### config.mk
export PLATFORM = sky130hd
export DESIGN_NAME = nww_ctrl
export DESIGN_NICKNAME = d
export VERILOG_FILES = /design/src/nww_pkg.sv /design/src/nww_ctrl.sv
export SDC_FILE = /design/constraint.sdc
export NUM_CORES = 1
export LEC_CHECK = 0
export BUFFER_PORTS_ARGS = -buffer_cell sky130_fd_sc_hd__buf_2
export CORE_AREA = 4 4 41 43
export CTS_BUF_LIST = sky130_fd_sc_hd__clkbuf_4 sky130_fd_sc_hd__clkbuf_8
export CTS_CLUSTER_SIZE = 30
export DETAILED_ROUTE_END_ITERATION = 16
export DIE_AREA = 0 0 45 47
export GPL_ROUTABILITY_DRIVEN = 0
export RECOVER_POWER = 100
export SYNTH_ARGS = -nofsm -noshare
export SYNTH_HDL_FRONTEND = slang
export SYNTH_SLANG_ARGS = --single-unit
export TNS_END_PERCENT = 20
### constraint.sdc
create_clock -name i_clk -period 2.9 [get_ports i_clk]
set_clock_uncertainty 0.2 [all_clocks]
set_input_delay 0.435 -clock i_clk [delete_from_list [all_inputs] [get_ports i_clk]]
set_output_delay 0.435 -clock i_clk [all_outputs]
set_load 0.005 [all_outputs]
### src/nww_pkg.sv
`default_nettype none

package nww_pkg;

    localparam int IDX_W      = 10;
    localparam int COORD_W    = 24;
    localparam int PATH_LEN_W = 11;
    localparam int WIN_LEN_W  = 7;
    localparam int CFG_IDX_W  = 2;
    localparam int CFG_DATA_W = 11;

    // squared-distance arithmetic: a coordinate difference magnitude fits COORD_W bits
    localparam int MAG_W  = COORD_W;
    localparam int SQ_W   = 2 * MAG_W;
    localparam int DIST_W = SQ_W + 1;

    localparam logic KIND_LOAD  = 1'b0;
    localparam logic KIND_QUERY = 1'b1;

    localparam logic [CFG_IDX_W-1:0] REG_PATH_LEN   = 2'd0;
    localparam logic [CFG_IDX_W-1:0] REG_WINDOW_LEN = 2'd1;

    localparam logic [PATH_LEN_W-1:0] PATH_LEN_RST = 11'd1;
    localparam logic [WIN_LEN_W-1:0]  WIN_LEN_RST  = 7'd16;

    typedef struct packed {
        logic                      kind;
        logic [IDX_W-1:0]          entry_index;
        logic signed [COORD_W-1:0] pos_x;
        logic signed [COORD_W-1:0] pos_y;
    } t_item;

    typedef struct packed {
        logic [IDX_W-1:0]          closest_index;
        logic [IDX_W-1:0]          point_index;
        logic signed [COORD_W-1:0] point_x;
        logic signed [COORD_W-1:0] point_y;
        logic                      last;
    } t_result;

    typedef struct packed {
        logic load;
        logic query_init;
        logic scan_issue;
        logic emit_init;
        logic emit_issue;
    } t_ctl_cmd;

    typedef struct packed {
        logic scan_last;
        logic pipe_busy;
        logic emit_last;
    } t_dp_status;

endpackage

`default_nettype wire

### src/nww_ctrl.sv
`default_nettype none

module nww_ctrl
    import nww_pkg::*;
(
    input  wire        i_clk,
    input  wire        i_rst_n,
    input  wire        i_start,
    input  wire        i_kind,
    input  t_dp_status i_status,
    output t_ctl_cmd   o_cmd,
    output logic       o_busy
);

    localparam logic [1:0] S_IDLE  = 2'd0;
    localparam logic [1:0] S_SCAN  = 2'd1;
    localparam logic [1:0] S_DRAIN = 2'd2;
    localparam logic [1:0] S_EMIT  = 2'd3;

    logic [1:0] r_state;
    logic [1:0] n_state;

    always_comb begin
        n_state = r_state;
        o_cmd   = '0;
        case (r_state)
            S_IDLE: begin
                if (i_start) begin
                    if (i_kind == KIND_QUERY) begin
                        o_cmd.query_init = 1'b1;
                        n_state          = S_SCAN;
                    end else begin
                        o_cmd.load = 1'b1;
                    end
                end
            end
            S_SCAN: begin
                o_cmd.scan_issue = 1'b1;
                if (i_status.scan_last) begin
                    n_state = S_DRAIN;
                end
            end
            S_DRAIN: begin
                // wait for the distance pipeline to settle the winner
                if (!i_status.pipe_busy) begin
                    o_cmd.emit_init = 1'b1;
                    n_state         = S_EMIT;
                end
            end
            S_EMIT: begin
                o_cmd.emit_issue = 1'b1;
                if (i_status.emit_last) begin
                    n_state = S_IDLE;
                end
            end
            default: begin
                n_state = S_IDLE;
            end
        endcase
    end

    always_ff @(posedge i_clk) begin
        if (!i_rst_n) begin
            r_state <= S_IDLE;
        end else begin
            r_state <= n_state;
        end
    end

    assign o_busy = (r_state != S_IDLE);

endmodule

`default_nettype wire

Word-level counts from Yosys, hierarchy flattened. Index checks and enable logic that the tools add are counted.

Register bits after elaboration: 2. Latch bits: 0. RAM bits: 0. ROM bits: 0. Input bits: 7. Output and inout bits: 6. Word-level logic and storage cells: 26. Memories kept: 0.

Add/subtract/negate cells: 0. Multipliers: 0. Divide/modulo/power cells: 0. Order comparisons: 0. Equal/unequal tests: 8. Shifts and indexed selects: 0. Muxes and demuxes: 14. Bitwise logic cells: 0. Reduce and logical (&&, ||, !) cells: 3.

Operators by type and width (number): two-way mux 2 bit (7); != test 2 bit, second input constant (5); case mux 2 bit (4 select lines) (1); two-way mux 1 bit (6); AND reduction 5 bit (1); == test 2 bit, second input constant (2); == test 2 x 1 -> 1 bit, second input constant (1); logical NOT 2 bit (1); nonzero test 2 bit (1).

Logic depth before layout (Yosys ltp). Gate-level depths: netlist of the first run.

Depth after elaboration: 3. Depth in mapped cells: 5. Mapped depth without buffers: 5.

Worst setup path after synthesis of the first run. OpenSTA, ideal clock, no wires.

Path kind: reg2reg. Start: reg r_state[1]. End: reg r_state[0]. Library setup time: 0.072 ns. Data arrival time: 1.342 ns. Data required time: 2.628 ns. Slack: 1.286 ns. Cell stages (with the launch flop): 6. Buffers on the path: 0. Period minus slack after synthesis: 1.614 ns. Cells stage by stage: dfxtp_1 inv_1 ha_1 nor2b_1 a2111oi_2 mux2i_1.

Word-level cells in the longest chain between the ends: 3. Elaborated cells between the ends (all ways): 11. Those cells by class: 8 x eq/ne; 1 x mux; 2 x reduce/logical.

RTL lines: from (decl) (line nww_ctrl.sv:20) `logic [1:0] r_state;`; from (signal assigned) (line nww_ctrl.sv:66) `r_state <= n_state;`; == test 2 x 1 -> 1 bit (tied with other cells) (line nww_ctrl.sv:26) `case (r_state)`; != test 2 bit (no source line); AND reduction 5 bit (no source line).

Parallel ways exist; a longest one is shown, timed or not. A chain may end at the register's enable or synchronous reset.

Worst setup path after layout of the first run. Ends and elaborated chain as after synthesis.

==> results.json, run 1 <==
{
  "tritoncts_clock_tree": "built",
  "floorplan.initialDensity_pct": 15.77,
  "drv.max_cap_violation_count": 0,
  "cts_inserted_buffers": 3,
  "clk_pin_slew_worst_paths_ps": 30,
  "count_of_yosys_warnings_during_synthesis": 0,
  "power_per_cell_area_mw_per_mm2": 776.6,
  "p_leak_nw": 0.1574,
  "fin_nets": 53,
  "cts-resized-gates": 0,
  "drc_violation_total_after_the_first_tritonroute_iteration": 0,
  "list_of_most_frequent_post_synthesis_cells": "5 x sky130_fd_sc_hd__ha_1, 4 x sky130_fd_sc_hd__nand2_1, 3 x sky130_fd_sc_hd__inv_1, 3 x sky130_fd_sc_hd__nor2b_1",
  "final_critical_path_setup_slack_ps": 822.2,
  "yosys.cell_types.count": 11,
  "final_hold_viol_count": 0,
  "routedWlPerCell_um": 7.574,
  "root_buffer": "sky130_fd_sc_hd__clkbuf_4",
  "layout_cell_share_with_drive_strength_beyond_1_pct": 30.77,
  "timing.critical_path.fanout_max": 4,
  "final_count_of_negative_setup_slack_endpoints": 0,
  "ir_worst_vdd_mv": 0.2301,
  "largest_registers": "r_state: 2 flops",
  "netlist_area_pre_place_um2": 205.2,
  "fp.dieH_um": 47,
  "numClockSinks": 2,
  "synthMostInstantiatedCell": "sky130_fd_sc_hd__ha_1",
  "grt-ovfl-total": 0,
  "totalWireLength_um": 409,
  "ctsHtreeMaxLevel": 1,
  "ff2ff_setup_slack_ps": 820,
  "syn_avg_cell_area_um2": 8.550,
  "antenna_violating_nets_left": 0,
  "synth_top_cell_area_share_pct": 30.49,
  "drc": 0,
  "synth_largest_area_cell": "sky130_fd_sc_hd__ha_1",
  "grt_antenna_before_repair": 0,
  "outcome": "completed",
  "fillers": 162,
  "syn-num-nets": 36,
  "floorplan.die.width_um": 45,
  "dp_hpwl_um": 369.3,
  "tightestPinTransition_ps": 917.4,
  "worst_skew_pair.late_latency_ps": 220,
  "timing.final.crit_period_ps": 2078,
  "antennaDiodeCount": 0,
  "worst_slew_margin_relative_to_its_limit_pct": 37.26,
  "post-route-util_pct": 22.79,
  "tns_ps": 0,
  "rsz_0062_raised_after_global_routing": "false",
  "post-cts-setup-buffers": 0,
  "die_area_mm2": 0.002115,
  "worstSetupPathType": "flip-flop to flip-flop",
  "cts-root-to-sink-buffers": 2,
  "ys.flop_type": "sky130_fd_sc_hd__dfxtp_1",
  "final.period_utilization_pct": 71.65,
  "cts_hold_repair.buffers": 0,
  "regMostFlops": "r_state",
  "routed-via-count": 200,
  "final-max-slew-violation-count": 0,
  "post_synth_inst_count": 24,
  "ys_top_cells_by_area": "sky130_fd_sc_hd__ha_1 30%, sky130_fd_sc_hd__dfxtp_1 20%, sky130_fd_sc_hd__mux2i_1 9.8%",
  "worstSetupEndpointType": "flip-flop",
  "flip_flop_and_latch_count_after_synthesis": 2,
  "timing.critical_path.required_ps": 2850,
  "route.detailed.vias_per_inst": 3.704,
  "drt-pass1-iter-count": 1,
  "ios": 13,
  "ys_async_sr_fraction_pct": 0,
  "placement.setup.worst_slack_ps": 1162,
  "globalRouteTotalUtil_pct": 5.280,
  "area_delta_synth_final_pct": 44.51,
  "grt_start_max_net_pins": 5,
  "flip_flop_count_of_the_largest_register_after_layout": 2,
  "place.port_buffers": 12,
  "global_route_wire_length_before_repair_um": 759,
  "worst-endpoint-arrival_ps": 2030,
  "min-delay-path-class": "flip-flop to flip-flop",
  "critical_path.startpoint_type": "flip-flop",
  "via_count_of_the_first_global_routing_pass": 197,
  "synth-edff-count": 0,
  "placementRows": 13,
  "fmax_mhz": 481.3,
  "fp.coreArea_mm2": 0.001301,
  "synth_seq_area_share_pct": 19.51
}
-- worst paths after layout --
check / endpoint / start / depth (start not counted)
hold reg to reg: r_state[0] / r_state[0] / 2
setup reg to reg: r_state[0] / r_state[1] / 5
setup / recovery: r_state[0] / r_state[1] / 5
hold / removal: r_state[0] / r_state[0] / 2
-- cells in the final DEF (no fill, tap or decap) --
master,count
sky130_fd_sc_hd__o21ai_0,1
sky130_fd_sc_hd__a2111oi_0,1
sky130_fd_sc_hd__and3_1,1
sky130_fd_sc_hd__buf_2,9
sky130_fd_sc_hd__mux2i_1,2
sky130_fd_sc_hd__clkbuf_1,3
sky130_fd_sc_hd__nor2_1,1
sky130_fd_sc_hd__a21boi_0,1
sky130_fd_sc_hd__dfxtp_1,2
sky130_fd_sc_hd__nor2b_1,3
sky130_fd_sc_hd__nand2_1,4
sky130_fd_sc_hd__inv_1,3
sky130_fd_sc_hd__clkbuf_4,3
sky130_fd_sc_hd__ha_1,5
-- metrics by stage --
stage | cells | hold WS (ps) | area [um^2] | total power, mW
floorplan | 24 | 267.7 | 205.2 | 0.1412
global placement | 51 | 293.5 | 284.0 | 0.1834
finish | 54 | 293.3 | 296.5 | 0.2303
CTS | 54 | 292.7 | 306.5 | 0.2494
detailed placement | 51 | 298.0 | 284.0 | 0.1858
global route | 54 | 308.2 | 296.5 | 0.2630
-- power by group --
group,switching [mW],internal [mW]
registers,0.0113,0.0391
logic,0.0603,0.0596
clock network,0.0145,0.0455
total,0.0861,0.144
-- cells by family after synthesis --
| family | after synthesis | synth area share [%] |
|---|---|---|
| muxes | 2 | 9.756 |
| and+or+nand+nor | 9 | 21.34 |
| buffers and inverters | 3 | 5.487 |
| DFF | 2 | 19.51 |
| AOI/OAI and AO/OA | 3 | 13.41 |
| adders and majority gates | 5 | 30.49 |
-- critical path, stage by stage, from the launching register on --
cell	delay [ps]
sky130_fd_sc_hd__dfxtp_1	370
sky130_fd_sc_hd__inv_1	90
sky130_fd_sc_hd__ha_1	190
sky130_fd_sc_hd__nor2b_1	120
sky130_fd_sc_hd__a2111oi_0	780
sky130_fd_sc_hd__mux2i_1	250
-- layout make-up --
type	count	area [um^2]	area share, %
inverters	3	11.26	3.797
multi-input cells	19	147.6	49.79
repair buffers	12	56.30	18.99
clock buffers	3	22.52	7.595
well taps	15	18.77	6.329
flip-flops and latches	2	40.04	13.50
-- layer usage --
layer	GRT usage, %	routed length [um]	vias to the layer above
met1	5.418	189	84
met3	4.598	47	0
met5	0	0	-
met2	7.910	172	7
li1	-	-	109
met4	1.754	0	0
Power figures use the tool's default switching activity.
==> run 2, diff against run 1 <==
Clock period 2.9 ns to 2.05 ns, I/O delays scaled along.
==> run 2 against run 1 <==
  * Total power grew 48%
  * Utilization grew 0.48 points
  * First-iteration DRC count is the same
  * Global-route usage grew 0.32 points
  * Sequential share of layout area shrank 0.28 points
  * Critical path depth is the same
  * Sequential power grew 43%
  * Combinational power grew 53%
  * Clock-buffer cell count is the same
  * Setup slack lost 490 ps
  * Register-to-register slack lost 490 ps
  * Largest cell class unchanged
  * Largest power group unchanged
==> results.json, run 2 (synthesis gave the netlist of run 1 again) <==
{
  "outcome": "completed",
  "route.detailed.vias_per_inst": 3.741,
  "final_count_of_negative_setup_slack_endpoints": 0,
  "p_leak_nw": 0.1585,
  "tns_ps": 0,
  "globalRouteTotalUtil_pct": 5.599,
  "cts-root-to-sink-buffers": 2,
  "fp.coreArea_mm2": 0.001301,
  "cts_hold_repair.buffers": 0,
  "area_occupied_by_registers_um2": 40.04,
  "totalPowerFinal_uw": 340.4,
  "timing.critical_path.required_ps": 2000,
  "totalWireLength_um": 484,
  "drv.max_cap_violation_count": 0,
  "critical_path.reg2reg.endpoint": "r_state[0]",
  "layout_common_cells": "9 x sky130_fd_sc_hd__buf_2, 5 x sky130_fd_sc_hd__ha_1, 4 x sky130_fd_sc_hd__nand2_1",
  "area_delta_synth_final_pct": 47.56,
  "antennaDiodeCount": 0,
  "placed_cells": 51,
  "final_critical_path_setup_slack_ps": 333.0,
  "worst_skew_pair.late_latency_ps": 220,
  "post-cts-setup-buffers": 0,
  "final-max-slew-violation-count": 0,
  "ir_worst_vdd_mv": 0.2017,
  "ios": 13,
  "final.period_utilization_pct": 83.76,
  "die_area_mm2": 0.002115,
  "ff2ff_path_depth": 5,
  "global_route_wire_length_before_repair_um": 738,
  "placement.setup.worst_slack_ps": 309.8,
  "post_layout_cell_count": 54,
  "tightestPinTransition_ps": 436.0,
  "antenna_violating_nets_left": 0,
  "grt-ovfl-total": 0,
  "worstSetupEndpointType": "flip-flop",
  "fmax_mhz": 582.4,
  "worst_slew_margin_relative_to_its_limit_pct": 70.88,
  "worstSetupPathType": "flip-flop to flip-flop",
  "clk_pin_slew_worst_paths_ps": 30,
  "tritoncts_clock_tree": "built",
  "min_to": "r_state[1]",
  "place.port_buffers": 12,
  "placementRows": 13,
  "regMostFlops": "r_state",
  "reg2reg_from": "r_state[1]",
  "post-route-util_pct": 23.27,
  "critical_path.startpoint_type": "flip-flop",
  "cts-resized-gates": 0,
  "area_of_combinational_cells_with_multiple_inputs_um2": 153.9,
  "root_buffer": "sky130_fd_sc_hd__clkbuf_4",
  "min-delay-path-class": "primary input to flip-flop",
  "grt_antenna_before_repair": 0,
  "timing.critical_path.fanout_max": 4,
  "final_hold_viol_count": 0,
  "flip_flop_count_of_the_largest_register_after_layout": 2,
  "grt_start_max_net_pins": 5,
  "floorplan.die.width_um": 45,
  "largest_registers": "r_state: 2 flops",
  "final_common_cell": "sky130_fd_sc_hd__buf_2",
  "launch_instance_of_the_worst_min_delay_path": "i_rst_n",
  "rsz_0062_raised_after_global_routing": "false",
  "routedWlPerCell_um": 8.963,
  "ctsHtreeMaxLevel": 1,
  "ff2ff_setup_slack_ps": 330,
  "drc_violation_total_after_the_first_tritonroute_iteration": 0,
  "floorplan.initialDensity_pct": 15.77,
  "fillers": 160,
  "numClockSinks": 2,
  "fp.dieH_um": 47,
  "drc": 0,
  "worst-endpoint-arrival_ps": 1660,
  "timing.hold.worst_path_depth": 3,
  "routed-via-count": 202,
  "fin_nets": 53,
  "power_per_cell_area_mw_per_mm2": 1124,
  "cts_inserted_buffers": 3,
  "layout_cell_share_with_drive_strength_beyond_1_pct": 33.33,
  "drt-pass1-iter-count": 1,
  "timing.final.crit_period_ps": 1717,
  "dp_hpwl_um": 423.2,
  "via_count_of_the_first_global_routing_pass": 202
}
[run 2: cell counts in the layout (fill, tap and decap cells not counted)]
No cell type changed its count.
[run 2: how the worst max path moves through the flow]
stage | startpoint | slack [ps] | cells past startpoint | endpoint
final | r_state[1] | 330 | 5 | r_state[0]
after global routing | r_state[0] | 210 | 5 | r_state[1]
after CTS | r_state[0] | 300 | 5 | r_state[0]
after detailed placement | r_state[0] | 310 | 5 | r_state[0]
after global placement | r_state[0] | 340 | 5 | r_state[1]
after floorplan | r_state[1] | 440 | 5 | r_state[0]
[run 2: worst max-delay path: stages, from the launching register on]
cell	delay, ps
sky130_fd_sc_hd__dfxtp_1	370
sky130_fd_sc_hd__inv_1	100
sky130_fd_sc_hd__ha_1	190
sky130_fd_sc_hd__nor2b_1	140
sky130_fd_sc_hd__a2111oi_2	410
sky130_fd_sc_hd__mux2i_1	220
[run 2: report_power, final]
| group | leakage (nW) | internal, mW | switching, mW | total, mW |
|---|---|---|---|---|
| Combinational | 0.128 | 0.0901 | 0.0930 | 0.183 |
| Sequential | 0.0165 | 0.0553 | 0.0167 | 0.0720 |
| Clock | 0.0138 | 0.0645 | 0.0209 | 0.0854 |
[run 2: layout make-up]
type                    count  share of cell area [%]
well taps                  15                   6.198
inverters                   3                   3.719
multi-input cells          19                   50.83
clock buffers               3                   7.438
repair buffers             12                   18.60
flip-flops and latches      2                   13.22
[run 2: layer usage]
layer | vias up | global-route usage, % | part of all wire [%]
li1 | 109 | - | -
met4 | 0 | 0 | 0
met3 | 0 | 6.897 | 9.9
met2 | 7 | 9.040 | 46
met5 | - | 0 | 0
met1 | 86 | 4.751 | 43
[run 2: through the flow]
stage	instance area, um^2	hold slack, ps
after detailed placement	284.0	297.7
after global placement	284.0	296.3
final	302.8	168.6
after floorplan	205.2	253.8
after global routing	302.8	179.1
after CTS	306.5	164.4
